[src/rtl/rsht_pkg.sv]
package rsht_pkg;

    // Shape codes on the input word
    typedef enum logic [1:0] {
        KIND_RECT   = 2'd0,
        KIND_CIRCLE = 2'd1,
        KIND_TRI    = 2'd2,
        KIND_NONE   = 2'd3
    } kind_t;

    // Sequencer states
    typedef enum logic [2:0] {
        ST_IDLE,
        ST_CSTART,
        ST_CWAIT,
        ST_MUL,
        ST_FIN,
        ST_OUT
    } state_t;

    localparam int ANG_W        = 20;   // full turn = 2^20
    localparam int CS_W         = 33;   // Q1.30 sine/cosine with headroom
    localparam int Z_W          = 22;   // residual angle
    localparam int ATAN_W       = 18;
    localparam int OP_W         = 17;   // signed Q.4 offsets before rotation
    localparam int PROD_W       = OP_W + CS_W;
    localparam int COORD_W      = 20;
    localparam int SIZE_W       = 12;
    localparam int TEX_W        = 9;
    localparam int COLOR_W      = 32;
    localparam int IDX_W        = 16;
    localparam int RIM_SIDES_DEF = 32;

    localparam logic signed [CS_W-1:0] CORDIC_GAIN = 33'sd652032874;
    localparam logic [COLOR_W-1:0]     YELLOW      = 32'hFFFF00FF;

    // Arctangent of 2^-k in 2^20 turn units
    function automatic logic [ATAN_W-1:0] atan_step(input logic [3:0] k);
        logic [ATAN_W-1:0] r;
        begin
            unique case (k)
                4'd0:  r = 18'd131072;
                4'd1:  r = 18'd77376;
                4'd2:  r = 18'd40884;
                4'd3:  r = 18'd20753;
                4'd4:  r = 18'd10417;
                4'd5:  r = 18'd5213;
                4'd6:  r = 18'd2607;
                4'd7:  r = 18'd1304;
                4'd8:  r = 18'd652;
                4'd9:  r = 18'd326;
                4'd10: r = 18'd163;
                4'd11: r = 18'd81;
                4'd12: r = 18'd41;
                4'd13: r = 18'd20;
                4'd14: r = 18'd10;
                4'd15: r = 18'd5;
                default: r = 18'd0;
            endcase
            return r;
        end
    endfunction

endpackage

[src/rtl/rsht_cordic.sv]
module rsht_cordic (
    input  logic                               aclk,
    input  logic                               aresetn,
    input  logic                               start,
    input  logic [rsht_pkg::ANG_W-1:0]         angle,
    output logic                               done,
    output logic signed [rsht_pkg::CS_W-1:0]   cos_val,
    output logic signed [rsht_pkg::CS_W-1:0]   sin_val
);
    import rsht_pkg::*;

    logic signed [CS_W-1:0] x_reg, x_next, y_reg, y_next;
    logic signed [CS_W-1:0] cos_reg, cos_next, sin_reg, sin_next;
    logic signed [Z_W-1:0]  z_reg, z_next;
    logic [3:0]             k_reg, k_next;
    logic                   busy_reg, busy_next;
    logic                   neg_reg, neg_next;
    logic                   done_reg, done_next;
    logic [ANG_W-1:0]       folded;
    logic signed [CS_W-1:0] xs, ys;
    logic signed [Z_W-1:0]  at;

    assign done    = done_reg;
    assign cos_val = cos_reg;
    assign sin_val = sin_reg;

    // Fold the left half-plane onto the right one
    assign folded = (angle[19] ^ angle[18]) ? {~angle[19], angle[18:0]} : angle;
    assign xs = x_reg >>> k_reg;
    assign ys = y_reg >>> k_reg;
    assign at = Z_W'(signed'({1'b0, atan_step(k_reg)}));

    // One micro-rotation per cycle
    always_comb begin
        x_next    = x_reg;
        y_next    = y_reg;
        z_next    = z_reg;
        k_next    = k_reg;
        busy_next = busy_reg;
        neg_next  = neg_reg;
        done_next = 1'b0;
        cos_next  = cos_reg;
        sin_next  = sin_reg;
        if (start) begin
            x_next    = CORDIC_GAIN;
            y_next    = '0;
            z_next    = Z_W'(signed'(folded));
            k_next    = '0;
            busy_next = 1'b1;
            neg_next  = angle[19] ^ angle[18];
        end else if (busy_reg) begin
            if (!z_reg[Z_W-1]) begin
                x_next = x_reg - ys;
                y_next = y_reg + xs;
                z_next = z_reg - at;
            end else begin
                x_next = x_reg + ys;
                y_next = y_reg - xs;
                z_next = z_reg + at;
            end
            k_next = k_reg + 4'd1;
            if (k_reg == 4'd15) begin
                busy_next = 1'b0;
                done_next = 1'b1;
                cos_next  = neg_reg ? -x_next : x_next;
                sin_next  = neg_reg ? -y_next : y_next;
            end
        end
    end

    always_ff @(posedge aclk) begin
        if (!aresetn) begin
            busy_reg <= 1'b0;
            done_reg <= 1'b0;
        end else begin
            busy_reg <= busy_next;
            done_reg <= done_next;
        end
        x_reg   <= x_next;
        y_reg   <= y_next;
        z_reg   <= z_next;
        k_reg   <= k_next;
        neg_reg <= neg_next;
        cos_reg <= cos_next;
        sin_reg <= sin_next;
    end

endmodule

[src/rtl/rotated_shape_tessellator.sv]
// Rotated shape tessellator.
// Input channel (s_*): one word per shape (rectangle, circle or triangle)
// with center, size, binary angle, color, highlight and restart flags.
// Output channel (m_*): one word per vertex, m_last on the final vertex.
// Vertices of a polygon are rotated about the center; a circle gives its
// truncated center, then RIM_SIDES+1 rim points closing the fan.
// Timing: every sine/cosine pair comes from an iterative CORDIC, one
// micro-rotation per cycle, and each vertex but a circle's center goes
// through one shared multiplier, then a finish step. A rectangle or a
// triangle computes its sine/cosine pair once; a circle computes a pair
// per rim point. Shape kind 3 emits nothing and leaves the block idle.
// s_ready is high only while no shape is in work. Each vertex waits on
// m_valid until m_ready; a stalled receiver stops the sequencer, nothing
// is dropped. Reset (aresetn low, synchronous) clears the vertex counter
// and returns the block to idle.
module rotated_shape_tessellator #(
    parameter int RIM_SIDES = rsht_pkg::RIM_SIDES_DEF
) (
    input  logic                                 aclk,
    input  logic                                 aresetn,
    input  logic                                 s_valid,
    output logic                                 s_ready,
    input  logic [1:0]                           s_shape_kind,
    input  logic signed [rsht_pkg::COORD_W-1:0]  s_center_x,
    input  logic signed [rsht_pkg::COORD_W-1:0]  s_center_y,
    input  logic [rsht_pkg::SIZE_W-1:0]          s_size_w,
    input  logic [rsht_pkg::SIZE_W-1:0]          s_size_h,
    input  logic [15:0]                          s_angle,
    input  logic [rsht_pkg::COLOR_W-1:0]         s_rgba,
    input  logic                                 s_highlight,
    input  logic                                 s_restart,
    output logic                                 m_valid,
    input  logic                                 m_ready,
    output logic [rsht_pkg::IDX_W-1:0]           m_vertex_index,
    output logic signed [rsht_pkg::COORD_W-1:0]  m_pos_x,
    output logic signed [rsht_pkg::COORD_W-1:0]  m_pos_y,
    output logic [rsht_pkg::TEX_W-1:0]           m_tex_u,
    output logic [rsht_pkg::TEX_W-1:0]           m_tex_v,
    output logic [rsht_pkg::COLOR_W-1:0]         m_vertex_rgba,
    output logic                                 m_last
);
    import rsht_pkg::*;

    localparam int VTX_W   = $clog2(RIM_SIDES + 2);
    localparam int OFF_STEP = (1 << ANG_W) / RIM_SIDES;
    localparam int OFF_FRAC = (1 << ANG_W) % RIM_SIDES;
    localparam int REM_W   = $clog2(2 * RIM_SIDES);
    localparam int ACC_W   = PROD_W + 1;
    localparam int RND_W   = ACC_W - 30;
    localparam int BASE_W  = COORD_W + 1;
    localparam int SUM_W   = COORD_W + 3;

    localparam logic signed [ACC_W-1:0] HALF = ACC_W'(64'sd536870912);
    localparam logic [VTX_W-1:0] VTX_CIRC_LAST = VTX_W'(RIM_SIDES + 1);

    state_t state_reg, state_next;
    kind_t  kind_reg, kind_next;
    logic signed [BASE_W-1:0] bx_reg, bx_next, by_reg, by_next;
    logic [SIZE_W-1:0]  w_reg, w_next, h_reg, h_next;
    logic [ANG_W-1:0]   a_reg, a_next;
    logic [COLOR_W-1:0] rgba_reg, rgba_next;
    logic [VTX_W-1:0]   vtx_reg, vtx_next;
    logic [2:0]         step_reg, step_next;
    logic [IDX_W-1:0]   count_reg, count_next;
    logic [ANG_W:0]     off_reg, off_next;
    logic [REM_W-1:0]   rem_reg, rem_next;
    logic signed [PROD_W-1:0] prod_reg, prod_next, acc_reg, acc_next;
    logic signed [ACC_W-1:0]  accx_reg, accx_next, accy_reg, accy_next;
    logic signed [COORD_W-1:0] px_out_reg, px_out_next, py_out_reg, py_out_next;
    logic [TEX_W-1:0]   u_reg, u_next, v_reg, v_next;
    logic               last_reg, last_next;

    logic                   cord_start, cord_done;
    logic [ANG_W-1:0]       cord_angle;
    logic signed [CS_W-1:0] cos_v, sin_v;
    logic signed [OP_W-1:0] op_x, op_y, hw, hh, r4, mul_a;
    logic signed [CS_W-1:0] mul_b;
    logic [REM_W-1:0]       rem_sum;
    logic signed [BASE_W-1:0] cxe, cye, ncx, ncy, tcx, tcy;

    rsht_cordic u_cordic (
        .aclk    (aclk),
        .aresetn (aresetn),
        .start   (cord_start),
        .angle   (cord_angle),
        .done    (cord_done),
        .cos_val (cos_v),
        .sin_val (sin_v)
    );

    // Truncate a Q16.4 center toward zero
    assign cxe = BASE_W'(s_center_x);
    assign cye = BASE_W'(s_center_y);
    assign ncx = -cxe;
    assign ncy = -cye;
    assign tcx = s_center_x[COORD_W-1] ? -{ncx[BASE_W-1:4], 4'b0} : {cxe[BASE_W-1:4], 4'b0};
    assign tcy = s_center_y[COORD_W-1] ? -{ncy[BASE_W-1:4], 4'b0} : {cye[BASE_W-1:4], 4'b0};

    // Unrotated offset of the current vertex
    assign hw = OP_W'(signed'({1'b0, w_reg, 3'b0}));
    assign hh = OP_W'(signed'({1'b0, h_reg, 3'b0}));
    assign r4 = OP_W'(signed'({1'b0, w_reg[SIZE_W-1:1], 4'b0}));

    always_comb begin
        op_x = '0;
        op_y = '0;
        unique case (kind_reg)
            KIND_RECT: begin
                unique case (vtx_reg[1:0])
                    2'd0:    begin op_x = -hw; op_y = -hh; end
                    2'd1:    begin op_x = hw;  op_y = -hh; end
                    2'd2:    begin op_x = hw;  op_y = hh;  end
                    default: begin op_x = -hw; op_y = hh;  end
                endcase
            end
            KIND_TRI: begin
                unique case (vtx_reg[1:0])
                    2'd0:    begin op_x = '0;  op_y = -hw; end
                    2'd1:    begin op_x = -hw; op_y = hw;  end
                    default: begin op_x = hw;  op_y = hw;  end
                endcase
            end
            KIND_CIRCLE: begin
                op_x = r4;
                op_y = '0;
            end
            default: begin
                op_x = '0;
                op_y = '0;
            end
        endcase
    end

    // Shared multiplier operand select
    always_comb begin
        unique case (step_reg)
            3'd0:    begin mul_a = op_x; mul_b = cos_v; end
            3'd1:    begin mul_a = op_y; mul_b = sin_v; end
            3'd2:    begin mul_a = op_x; mul_b = sin_v; end
            3'd3:    begin mul_a = op_y; mul_b = cos_v; end
            default: begin mul_a = op_x; mul_b = cos_v; end
        endcase
    end

    assign prod_next  = PROD_W'(mul_a * mul_b);
    assign cord_angle = (kind_reg == KIND_CIRCLE) ? a_reg + off_reg[ANG_W-1:0] : a_reg;
    assign rem_sum    = rem_reg + REM_W'(OFF_FRAC);

    // Finish: round, add center, saturate; rim texture from cos/sin
    function automatic logic signed [COORD_W-1:0] sat_pos(
        input logic signed [BASE_W-1:0] base,
        input logic signed [ACC_W-1:0]  acc
    );
        logic signed [SUM_W-1:0] sum;
        begin
            sum = SUM_W'(base) + SUM_W'(signed'(acc[ACC_W-1:30]));
            if (sum > SUM_W'(524287))
                return 20'sd524287;
            else if (sum < -SUM_W'(524288))
                return -20'sd524288;
            else
                return sum[COORD_W-1:0];
        end
    endfunction

    function automatic logic [TEX_W-1:0] tex_of(input logic signed [CS_W-1:0] t);
        logic signed [CS_W:0] rt;
        logic signed [11:0]   tv;
        begin
            rt = (CS_W+1)'(t) + (CS_W+1)'(34'sd4194304);
            tv = 12'(signed'(rt[CS_W:23])) + 12'sd128;
            if (tv < 12'sd0)
                return '0;
            else if (tv > 12'sd256)
                return 9'd256;
            else
                return tv[TEX_W-1:0];
        end
    endfunction

    // Sequencer
    always_comb begin
        state_next  = state_reg;
        kind_next   = kind_reg;
        bx_next     = bx_reg;
        by_next     = by_reg;
        w_next      = w_reg;
        h_next      = h_reg;
        a_next      = a_reg;
        rgba_next   = rgba_reg;
        vtx_next    = vtx_reg;
        step_next   = step_reg;
        count_next  = count_reg;
        off_next    = off_reg;
        rem_next    = rem_reg;
        acc_next    = acc_reg;
        accx_next   = accx_reg;
        accy_next   = accy_reg;
        px_out_next = px_out_reg;
        py_out_next = py_out_reg;
        u_next      = u_reg;
        v_next      = v_reg;
        last_next   = last_reg;
        cord_start  = 1'b0;
        unique case (state_reg)
            ST_IDLE: begin
                if (s_valid) begin
                    kind_next = kind_t'(s_shape_kind);
                    w_next    = s_size_w;
                    h_next    = s_size_h;
                    a_next    = {s_angle, 4'b0};
                    rgba_next = s_highlight ? YELLOW : s_rgba;
                    vtx_next  = '0;
                    step_next = '0;
                    off_next  = '0;
                    rem_next  = REM_W'(RIM_SIDES / 2);
                    if (s_restart)
                        count_next = '0;
                    unique case (kind_t'(s_shape_kind))
                        KIND_CIRCLE: begin
                            bx_next    = tcx;
                            by_next    = tcy;
                            accx_next  = HALF;
                            accy_next  = HALF;
                            state_next = ST_FIN;
                        end
                        KIND_RECT, KIND_TRI: begin
                            bx_next    = cxe;
                            by_next    = cye;
                            state_next = ST_CSTART;
                        end
                        default: state_next = ST_IDLE;
                    endcase
                end
            end
            ST_CSTART: begin
                cord_start = 1'b1;
                state_next = ST_CWAIT;
            end
            ST_CWAIT: begin
                step_next = '0;
                if (cord_done)
                    state_next = ST_MUL;
            end
            ST_MUL: begin
                step_next = step_reg + 3'd1;
                unique case (step_reg)
                    3'd1:    acc_next = prod_reg;
                    3'd2:    accx_next = ACC_W'(acc_reg) - ACC_W'(prod_reg) + HALF;
                    3'd3:    acc_next = prod_reg;
                    3'd4: begin
                        accy_next  = ACC_W'(acc_reg) + ACC_W'(prod_reg) + HALF;
                        state_next = ST_FIN;
                    end
                    default: acc_next = acc_reg;
                endcase
            end
            ST_FIN: begin
                px_out_next = sat_pos(bx_reg, accx_reg);
                py_out_next = sat_pos(by_reg, accy_reg);
                u_next      = '0;
                v_next      = '0;
                last_next   = 1'b0;
                unique case (kind_reg)
                    KIND_CIRCLE: begin
                        if (vtx_reg == '0) begin
                            u_next = 9'd128;
                            v_next = 9'd128;
                        end else begin
                            u_next = tex_of(cos_v);
                            v_next = tex_of(sin_v);
                        end
                        last_next = (vtx_reg == VTX_CIRC_LAST);
                    end
                    KIND_RECT: last_next = (vtx_reg == VTX_W'(3));
                    KIND_TRI:  last_next = (vtx_reg == VTX_W'(2));
                    default:   last_next = 1'b1;
                endcase
                state_next = ST_OUT;
            end
            ST_OUT: begin
                if (m_ready) begin
                    count_next = count_reg + IDX_W'(1);
                    vtx_next   = vtx_reg + VTX_W'(1);
                    step_next  = '0;
                    if (last_reg) begin
                        state_next = ST_IDLE;
                    end else if (kind_reg == KIND_CIRCLE) begin
                        // Advance the rim angle after each rim point
                        if (vtx_reg != '0) begin
                            if (rem_sum >= REM_W'(RIM_SIDES)) begin
                                rem_next = rem_sum - REM_W'(RIM_SIDES);
                                off_next = off_reg + (ANG_W+1)'(OFF_STEP + 1);
                            end else begin
                                rem_next = rem_sum;
                                off_next = off_reg + (ANG_W+1)'(OFF_STEP);
                            end
                        end
                        state_next = ST_CSTART;
                    end else begin
                        state_next = ST_MUL;
                    end
                end
            end
            default: state_next = ST_IDLE;
        endcase
    end

    always_ff @(posedge aclk) begin
        if (!aresetn) begin
            state_reg <= ST_IDLE;
            count_reg <= '0;
        end else begin
            state_reg <= state_next;
            count_reg <= count_next;
        end
        kind_reg   <= kind_next;
        bx_reg     <= bx_next;
        by_reg     <= by_next;
        w_reg      <= w_next;
        h_reg      <= h_next;
        a_reg      <= a_next;
        rgba_reg   <= rgba_next;
        vtx_reg    <= vtx_next;
        step_reg   <= step_next;
        off_reg    <= off_next;
        rem_reg    <= rem_next;
        prod_reg   <= prod_next;
        acc_reg    <= acc_next;
        accx_reg   <= accx_next;
        accy_reg   <= accy_next;
        px_out_reg <= px_out_next;
        py_out_reg <= py_out_next;
        u_reg      <= u_next;
        v_reg      <= v_next;
        last_reg   <= last_next;
    end

    assign s_ready        = (state_reg == ST_IDLE);
    assign m_valid        = (state_reg == ST_OUT);
    assign m_vertex_index = count_reg;
    assign m_pos_x        = px_out_reg;
    assign m_pos_y        = py_out_reg;
    assign m_tex_u        = u_reg;
    assign m_tex_v        = v_reg;
    assign m_vertex_rgba  = rgba_reg;
    assign m_last         = last_reg;

    // Input and output sides never overlap
    a_excl: assert property (@(posedge aclk) disable iff (!aresetn)
        m_valid |-> !s_ready)
        else $error("input ready while a vertex is pending");

    // An empty shape frees the input at once
    a_none: assert property (@(posedge aclk) disable iff (!aresetn)
        (s_valid && s_ready && s_shape_kind == KIND_NONE) |=> s_ready)
        else $error("empty shape did not return to idle");

    // More vertices follow a non-final word
    a_more: assert property (@(posedge aclk) disable iff (!aresetn)
        (m_valid && m_ready && !m_last) |=> !s_ready)
        else $error("shape ended before its last vertex");

    // Index advances by one between words of a shape
    a_idx: assert property (@(posedge aclk) disable iff (!aresetn)
        (m_valid && m_ready && !m_last) |=>
            (m_vertex_index == $past(m_vertex_index) + 16'd1))
        else $error("vertex index skipped");

endmodule
[config.mk]
export PLATFORM = sky130hd
export DESIGN_NAME = rotated_shape_tessellator
export DESIGN_NICKNAME = d
export VERILOG_FILES = /design/src/rtl/rsht_pkg.sv /design/src/rtl/rsht_cordic.sv /design/src/rtl/rotated_shape_tessellator.sv
export SDC_FILE = /design/constraint.sdc
export NUM_CORES = 2
export LEC_CHECK = 0
export BUFFER_PORTS_ARGS = -buffer_cell sky130_fd_sc_hd__buf_2
export CAP_MARGIN = 20
export CORE_UTILIZATION = 62
export CTS_CLUSTER_SIZE = 12
export DETAILED_ROUTE_END_ITERATION = 16
export GPL_TIMING_DRIVEN = 0
export PLACE_DENSITY = 0.8
export SLEW_MARGIN = 20
export SYNTH_ARGS = -nofsm -noshare
export SYNTH_HDL_FRONTEND = slang
export SYNTH_SLANG_ARGS = --single-unit
[constraint.sdc]
create_clock -name aclk -period 15.7 [get_ports aclk]
set_clock_uncertainty 0.1 [all_clocks]
set_input_delay 0.785 -clock aclk [delete_from_list [all_inputs] [get_ports aclk]]
set_output_delay 0.785 -clock aclk [all_outputs]
set_load 0.1 [all_outputs]
==> impl_metrics.toml <==
[cts]
clockRootBuffer = "clkbuf_16"
h-tree-depth = 3
path_clk_slew_ns = 0.06
cts_made_buffers = 67
clock_latency_ns = 0.67
cts-root-to-sink-buffers = 3
ctsHoldBuffers = 0
cts_tree = "built"
cts_resized = 0
cts_post_setup_buffers_inserted = 0
clock-sinks = 539

[sta]
fin_crit_ns = 12.16
tightest_slew_ns = 1.13
maxSlewHeadroom_pct = 22.5
period_share_pct = 77.4
setup_viol = 0
drv_slew = 0
grt_setup_unrepaired = "no"
max_freq_mhz = 82.3
hold_viol = 0
fin_setup_tns_ns = 0

[setup_path]
reg2reg_slack_ns = 3.54
worstPathArrival_ns = 12.63
cp_max_fo = 10
cp.required_ns = 16.17
startpoint_type = "flop"
cpMostUsedCell = "fa_1"
worstSetupEndpointType = "flop"
slowest_delay_ns = 0.91
reg2reg_to = "prod_reg[48]"
reg2reg_depth = 31
critical_path_class = "flop to flop"
cpMaxStageDelayCell = "o41ai_1"
rr_startpoint = "w_reg[2]"

[global_route]
grt_max_degree = 45
first_global_vias = 46905
track_usage_pct = 36.4
antenna_found_initial = 3
grt_first_pass_wirelength_mm = 258
grt-ovfl-total = 0

[floorplan]
fp.dieH_um = 304
num_io_pins = 229
core_mm2 = 0.0900
rows = 110
die_x_um = 304
start_util_pct = 62.6
die_area_mm2 = 0.0922

[cells_and_area]
final_cell_mix = "inv_1 (760), nor2_1 (613), nand2_1 (566)"
syn_to_final_growth_pct = 9.14
layout_commonest_cell = "inv_1"
drive_gt1_share_pct = 8.97
multiInputGateArea_mm2 = 0.0381
nets = 7500
num-fill-cells = 7123
seq_area_mm2 = 0.0146

[flow_run]
drv_cap = 0

[hold_path]
min_delay_path_depth = 1
hold_path.class = "input port to flop"
min_to = "w_reg[8]"
min_from = "s_size_w[8]"

[placed_design]
io_buffers = 228
place_congestion = 1.06
dp_hpwl_mm = 135

[yosys]
yosysUniqueCellTypes = 96
synth-edff-count = 383
synth_nets = 7180
synthFlopType = "edfxtp_1"
synthCells = 6125
netlist_area_mm2 = 0.0564
synthArstFlopShare_pct = 0
yosysWarnings = 0
ys_seq_area_share_pct = 25.9
synth-seq-cells = 539
avgSynthCellArea_um2 = 9.21

[detailed_routing]
vias = 47340
drt_first_pass_iters = 9
ant_nets = 0
viasPerCell = 6.17
wl_per_cell_um = 21.9
postRouteWirelength_mm = 168
drc = 0
drt_iter0_drc = 4188

[outcome]
status = "completed"
## critical path: cells and delay by family (launching register included)
family	cells	cell delay [ns]
flops	1	0.48
xor+xnor	2	0.28
compound gates	10	3.77
simple gates	8	2.71
fa+ha+maj	7	3.59
buf+inv	4	1.16
## worst max path at each step
stage                           start              endpoint  slack [ns]  cells after the start
finish                       w_reg[2]          prod_reg[48]        3.54                     31
global route                 w_reg[2]          prod_reg[48]        3.24                     31
CTS                          w_reg[2]          prod_reg[48]        3.85                     31
detailed placement           w_reg[2]          prod_reg[48]        3.81                     31
global placement    u_cordic.k_reg[3]  u_cordic.sin_val[28]        3.46                      7
floorplan                    w_reg[2]          prod_reg[48]        5.91                     30
## cells by family (layout without fill, tap and decap cells)
logic type,Yosys count,count (layout),share of synthesized area [%]
adder cells (fa/ha/maj),935,935,26.5
XOR/XNOR,441,441,6.85
multiplexers,257,257,6.24
AO/OA/AOI/OAI,1163,1163,13.2
buffers and inverters,992,1367,6.69
other,0,2,0
flip-flops,539,539,25.9
AND/OR/NAND/NOR,1798,1798,14.6
## through the flow
step           std cells  hold slack [ns]  setup slack [ns]  utilization, %  area, µm²
3_5_place_dp        7552            0.354              3.81            65.9      59300
3_3_place_gp        7529            0.352              3.46            65.6      59000
5_1_grt             7678            0.189              3.24            68.4      61500
6_report            7678            0.205              3.54            68.4      61500
4_1_cts             7676            0.178              3.85            68.4      61500
2_1_floorplan       6125            0.337              5.91               -      56400
## metal layers
metal / GRT usage, % / vias up / wire length (µm)
met5: 0 / - / 0
met4: 23.8 / 0 / 12400
met3: 5.21 / 553 / 13100
met2: 61.0 / 2307 / 78900
met1: 44.0 / 22811 / 63700
li1: - / 21669 / -
## area by class of cell
type / instances / share of cell area (%)
Antenna cell: 2 / 0.00813
Buffer: 224 / 1.45
Clock buffer: 89 / 2.93
Clock inverter: 35 / 0.636
Inverter: 768 / 4.69
Multi-Input combinational cell: 4594 / 61.9
Sequential cell: 539 / 23.8
Tap cell: 1176 / 2.39
Timing Repair Buffer: 251 / 2.27
## synthesized netlist by cell type (all sizes together), types with 35 or more instances
library cell / count / area share [%]
nand3: 116 / 1.0
dfxtp: 156 / 5.5
mux2i: 123 / 2.2
ha: 506 / 11
xor2: 196 / 3.0
o21ai: 262 / 2.3
nand2b: 42 / 0.47
nor2: 614 / 4.1
o21a: 49 / 0.65
or2: 49 / 0.54
o21bai: 35 / 0.47
fa: 429 / 15
mux2: 65 / 1.3
mux4: 69 / 2.8
nand4: 45 / 0.50
xnor2: 245 / 3.8
nor2b: 61 / 0.68
and2: 35 / 0.39
a21oi: 319 / 2.8
nand2: 566 / 3.8
edfxtp: 383 / 20
and3: 51 / 0.57
a211oi: 53 / 0.71
o211ai: 35 / 0.47
buf: 52 / 0.43
clkbuf: 172 / 1.1
nor3: 81 / 0.72
a31oi: 66 / 0.73
or3: 51 / 0.57
a21o: 131 / 1.7
inv: 763 / 5.1
Power is not shown: default switching activity piles up to over one toggle a cycle in this logic, so the estimate is an artifact.
